===== src/rtl/core/bpd_pkg.sv =====
// Shared types, constants and lookup functions for the bifid periodic decryptor.
// No dependencies; all rtl/core modules but bpd_stream_if import this package.
`timescale 1ns / 1ps

package bpd_pkg;

    localparam int MAX_PERIOD_DEF = 64;
    localparam int LETTER_W       = 5;
    localparam int KEY_LEN        = 25;
    localparam int KEY_W          = KEY_LEN * LETTER_W;
    localparam int CFG_DATA_W     = 60;
    localparam int CFG_IDX_W      = 2;
    localparam int PERIOD_W       = 7;
    localparam int QUEUE_DEPTH    = 4;

    localparam logic [PERIOD_W-1:0] PERIOD_RESET = 7'd64;

    localparam logic [CFG_IDX_W-1:0] REG_KEY_LOW  = 2'd0;
    localparam logic [CFG_IDX_W-1:0] REG_KEY_MID  = 2'd1;
    localparam logic [CFG_IDX_W-1:0] REG_KEY_LAST = 2'd2;
    localparam logic [CFG_IDX_W-1:0] REG_PERIOD   = 2'd3;

    typedef struct packed {
        logic [LETTER_W-1:0] cipher_letter;
        logic                message_end;
    } cipher_item_t;

    typedef struct packed {
        logic [LETTER_W-1:0] plain_letter;
        logic                bad_letter;
        logic                block_last;
        logic                message_last;
    } plain_item_t;

    // One classified letter on its way from the front end to the back end.
    typedef struct packed {
        logic                absent;
        logic [LETTER_W-1:0] pos;
        logic                close;
        logic                msg_end;
    } coord_entry_t;

    // Key position of a letter; the lowest position wins on repeated letters.
    // Bit 5 set means the letter is not in the key.
    function automatic logic [5:0] find_letter(input logic [KEY_W-1:0] key,
                                               input logic [LETTER_W-1:0] letter);
        logic [5:0] res;
        res = 6'b100000;
        for (int i = KEY_LEN - 1; i >= 0; i--) begin
            if (key[i*LETTER_W +: LETTER_W] == letter) begin
                res = {1'b0, 5'(i)};
            end
        end
        return res;
    endfunction

    function automatic logic [LETTER_W-1:0] key_at(input logic [KEY_W-1:0] key,
                                                   input logic [4:0] idx);
        logic [LETTER_W-1:0] res;
        res = '0;
        for (int i = 0; i < KEY_LEN; i++) begin
            if (idx == 5'(i)) begin
                res = key[i*LETTER_W +: LETTER_W];
            end
        end
        return res;
    endfunction

    // Row (odd = 0) or column (odd = 1) of a square position 0..24.
    function automatic logic [2:0] coord_of(input logic [4:0] pos, input logic odd);
        logic [2:0] row;
        logic [4:0] rest;
        if (pos >= 5'd20) begin
            row = 3'd4;
        end else if (pos >= 5'd15) begin
            row = 3'd3;
        end else if (pos >= 5'd10) begin
            row = 3'd2;
        end else if (pos >= 5'd5) begin
            row = 3'd1;
        end else begin
            row = 3'd0;
        end
        rest = pos - ({row, 2'b00} + 5'(row));
        return odd ? rest[2:0] : row;
    endfunction

endpackage


===== src/rtl/core/bpd_queue.sv =====
// Short FIFO of classified letters between the front end and the back end.
// Depends on bpd_pkg for the entry type and the depth.
`timescale 1ns / 1ps

module bpd_queue
    import bpd_pkg::*;
(
    input  logic         clk,
    input  logic         rst_n,
    input  logic         push,
    input  coord_entry_t push_data,
    output logic         full,
    input  logic         pop,
    output coord_entry_t pop_data,
    output logic         empty
);

    localparam int PW = $clog2(QUEUE_DEPTH);
    localparam int CW = $clog2(QUEUE_DEPTH + 1);

    coord_entry_t    slot_reg [QUEUE_DEPTH];
    logic [PW-1:0]   wr_ptr_reg;
    logic [PW-1:0]   rd_ptr_reg;
    logic [CW-1:0]   count_reg;
    logic            do_push;
    logic            do_pop;

    assign full     = (count_reg == CW'(QUEUE_DEPTH));
    assign empty    = (count_reg == '0);
    assign do_push  = push && !full;
    assign do_pop   = pop && !empty;
    assign pop_data = slot_reg[rd_ptr_reg];

    always_ff @(posedge clk)
    begin
        if (do_push) begin
            slot_reg[wr_ptr_reg] <= push_data;
        end
    end

    always_ff @(posedge clk or negedge rst_n)
    begin
        if (!rst_n) begin
            wr_ptr_reg <= '0;
            rd_ptr_reg <= '0;
            count_reg  <= '0;
        end else begin
            if (do_push) begin
                wr_ptr_reg <= (wr_ptr_reg == PW'(QUEUE_DEPTH - 1)) ? '0 : wr_ptr_reg + PW'(1);
            end
            if (do_pop) begin
                rd_ptr_reg <= (rd_ptr_reg == PW'(QUEUE_DEPTH - 1)) ? '0 : rd_ptr_reg + PW'(1);
            end
            if (do_push && !do_pop) begin
                count_reg <= count_reg + CW'(1);
            end else if (do_pop && !do_push) begin
                count_reg <= count_reg - CW'(1);
            end
        end
    end

endmodule


===== config.mk =====
export PLATFORM = sky130hd
export DESIGN_NAME = bpd_queue
export DESIGN_NICKNAME = d
export VERILOG_FILES = /design/src/rtl/core/bpd_pkg.sv /design/src/rtl/core/bpd_queue.sv
export SDC_FILE = /design/constraint.sdc
export NUM_CORES = 1
export LEC_CHECK = 0
export BUFFER_PORTS_ARGS = -buffer_cell sky130_fd_sc_hd__buf_2
export CAP_MARGIN = 0
export CORE_ASPECT_RATIO = 1.4
export CORE_MARGIN = 2
export CORE_UTILIZATION = 45
export CTS_CLUSTER_DIAMETER = 50
export DETAILED_ROUTE_END_ITERATION = 10
export GPL_TIMING_DRIVEN = 0
export SYNTH_ARGS = -nofsm -noshare
export SYNTH_HDL_FRONTEND = slang
export SYNTH_SLANG_ARGS = --single-unit
export TNS_END_PERCENT = 1

===== constraint.sdc =====
create_clock -name clk -period 3.3 [get_ports clk]
set_input_delay 0.33 -clock clk [delete_from_list [all_inputs] [get_ports clk]]
set_output_delay 0.33 -clock clk [all_outputs]
set_load 0.02 [all_outputs]

==> reports/summary.txt <==
Ratio of cells with drive above 1 in the final layout -> 45.9%
# port buffers -> 21
M3 GR Usage -> 4.96%
Worst reg2reg endpoint -> count_reg[2]
Worst VDD drop -> 0.000553 V
Synth Area in Compound Gates -> 0%
Synth top area share -> 59.3%
Post-route cell area -> 1880 µm²
Gr busiest metal -> met2
CP startpoint -> count_reg[0]
Grt ovf -> 0
Rows -> 25
Buf+Inv Stages, Crit Path -> 1
Commonest cells post-synth -> edfxtp_1, mux4_2, dfrtp_1
Drt drc -> 0
I/O Pins -> 22
Die Width -> 54.7 µm
DR pass1 iterations -> 2
Final Setup Violations -> 0
Pin count of the biggest net entering global routing -> 13
Slew at the pin closest to its max-slew limit -> 0.554 ns
Cts bufs inserted -> 5
Post-synthesis mux area share -> 15.1%
Initial core utilization -> 47.5%
Clk sinks -> 39
Vias per Instance -> 5.19
Tightest hold margin -> 0.252 ns
Post-synthesis adder-cell area fraction -> 5.87%
Lkg Pwr -> 0.000714 µW
Worst-path cell chain -> nor3_1, nand2b_4, ha_1, inv_1, fa_1, xor2_1, nor2_1, xor2_1
Seq cells post-synth -> 39
H-tree depth -> 2
Simple-gate share of the synthesized area -> 5.41%
Max incr delay on CP -> 0.46 ns
Yosys cell types -> 19
RSZ-0062 raised after global routing -> false
Detailed Route WL -> 2250 µm
WP depth -> 8
Slew headroom -> 63.1%
Data required time of the worst path -> 3.51 ns
Vias in the first global route -> 798
Area Overhead vs Synth -> 16.0%
Total Routing Usage GR -> 13.8%
Result of the run -> finished clean
Clock Pin Slew Worst Setup and Hold Paths -> 0.07 ns
ANT cells -> 0
Post-Place Worst Slack -> 1.30 ns
Die area -> 4100 µm²
Synth area leaders -> edfxtp_1, mux4_2, dfrtp_1
Largest family of logic cells by synthesized area -> multiplexers
Setup slack after layout -> 1.29 ns
Family with the most delay on the worst path -> simple AND/OR/NAND/NOR gates
Largest register FFs -> 32
Initial antenna violation count -> 0
Flop2flop setup slack -> 1.29 ns
Worst Setup End Kind -> flip-flop
Placed Area -> 1780 µm²
Post-layout net count -> 127
Worst setup endpoint -> count_reg[2]
Yosys warns -> 0
Clock buffer depth -> 2
Post-synth ARST share -> 17.9%
Final hold violations -> 0
Min-delay worst type -> primary input to flip-flop
Clk_lat worst skew -> 0.29 ns
Max-Cap Viols -> 0
CP Max Fanout -> 4
Critical path arrival -> 2.22 ns
Crit path kind -> flip-flop to flip-flop
Met2 usage -> 22.4%
Slew Limit Fails -> 0
PD cells -> 890 nW/µm²
Global-route wire length before repair -> 3660 µm
R2R Path Start -> count_reg[0]
Syn avg cell area -> 20.5 µm²
Final RePlAce weighted congestion -> 0.626
R2r worst-path depth -> 8
Most numerous cell in the Yosys netlist -> edfxtp_1
CTS tree -> built
Crit path time final -> 2.01 ns
Critical Path Most Common Cell -> xor2_1
Die Height -> 75 µm
Routed wire per std cell -> 15.1 µm
Detailed Route Iter0 Violations -> 15
Synth Flop Type -> edfxtp_1
Via count -> 774
Core Region -> 3410 µm²
Cell taking the most area after synthesis -> edfxtp_1
Cells after Synth -> 79
Sequential area share after synthesis -> 70.1%
Startpoint types -> flip-flop
Setup TNS -> 0 ns
Fmax -> 498 MHz
Fin crit share -> 60.8%
Syn nets -> 98
Setup Skew -> 0.00624 ns
Overall power -> 1670 µW
CP max-delay cell -> dfrtp_1
Post-Syn Area -> 1620 µm²
Grt met1 use -> 14.3%
Antenna Violating Nets Remaining -> 0
Post-synth EDFFs -> 32
Xor/xnor share of the synthesized area -> 1.62%
HPWL after DPL -> 1600 µm
CTS root buf -> clkbuf_8
metal layers:
layer,part of all wire [%],wire [µm],vias to the layer above
met1,40,893,387
li1,-,-,359
met3,5.7,129,7
met5,0,0,-
met2,51,1160,21
met4,3.2,71,0
report_power, final:
part | leakage (µW) | total [µW] | switching (µW) | internal [µW]
clock | 0.0000449 | 319 | 153 | 166
combinational | 0.000294 | 623 | 324 | 299
sequential | 0.000375 | 731 | 63.8 | 667
what timing repair did:
action                                 in CTS  in global routing
gates resized for setup                     0                  0
buffers inserted                            0                  0
endpoints found under the hold margin       7                  0
hold buffers                                1                  0
how the worst min path moves through the flow:
| stage | from | to | slack (ns) | depth (start not counted) |
|---|---|---|---|---|
| finish | push_data[1] | slot_reg[2][1] | 0.25 | 1 |
| global route | push_data[7] | slot_reg[1][7] | 0.24 | 1 |
| CTS | push_data[0] | slot_reg[0][0] | 0.24 | 1 |
| floorplan | rst_n | count_reg[0] | 0.03 | 0 |
| global placement | rst_n | wr_ptr_reg[1] | 0.17 | 1 |
| detailed placement | rst_n | wr_ptr_reg[1] | 0.18 | 1 |
worst register-to-register path: stages, from the launching register on:
cell and delay (ns):
dfrtp_1 0.46, nor3_1 0.26, nand2b_4 0.19, ha_1 0.18, inv_1 0.06, fa_1 0.37
xor2_1 0.15, nor2_1 0.12, xor2_1 0.16
cell type report:
class                           count  area, µm²
Buffer                              3       20.0
Clock buffer                        6       82.6
Clock inverter                      2       11.3
Fill cell                         276       1530
Inverter                            3       11.3
Multi-Input combinational cell     34        453
Sequential cell                    39       1140
Tap cell                           40       50.0
Timing Repair Buffer               22        115
logic make-up after synthesis:
| group | after synthesis |
|---|---|
| buffers and inverters | 6 |
| AND/OR/NAND/NOR | 11 |
| flip-flops | 39 |
| XOR/XNOR | 3 |
| adder cells (fa/ha/maj) | 7 |
| multiplexers | 13 |
stage by stage:
stage          cells  utilization, %
2_1_floorplan     79               -
3_3_place_gp     140            52.1
3_5_place_dp     140            52.1
4_1_cts          149            55.1
5_1_grt          149            55.1
6_report         149            55.1
layout by cell type (no fill, tap or decap), types with 2 or more instances in the layout:
cell type and count:
and2_2 4, buf_2 22, clkbuf_8 6, dfrtp_1 7, edfxtp_1 32, ha_1 6, inv_1 3, mux2_2 3
mux2_4 2, mux4_2 8, nor2_1 3, xor2_1 2
Note: power is estimated with default switching activity, not from simulation.
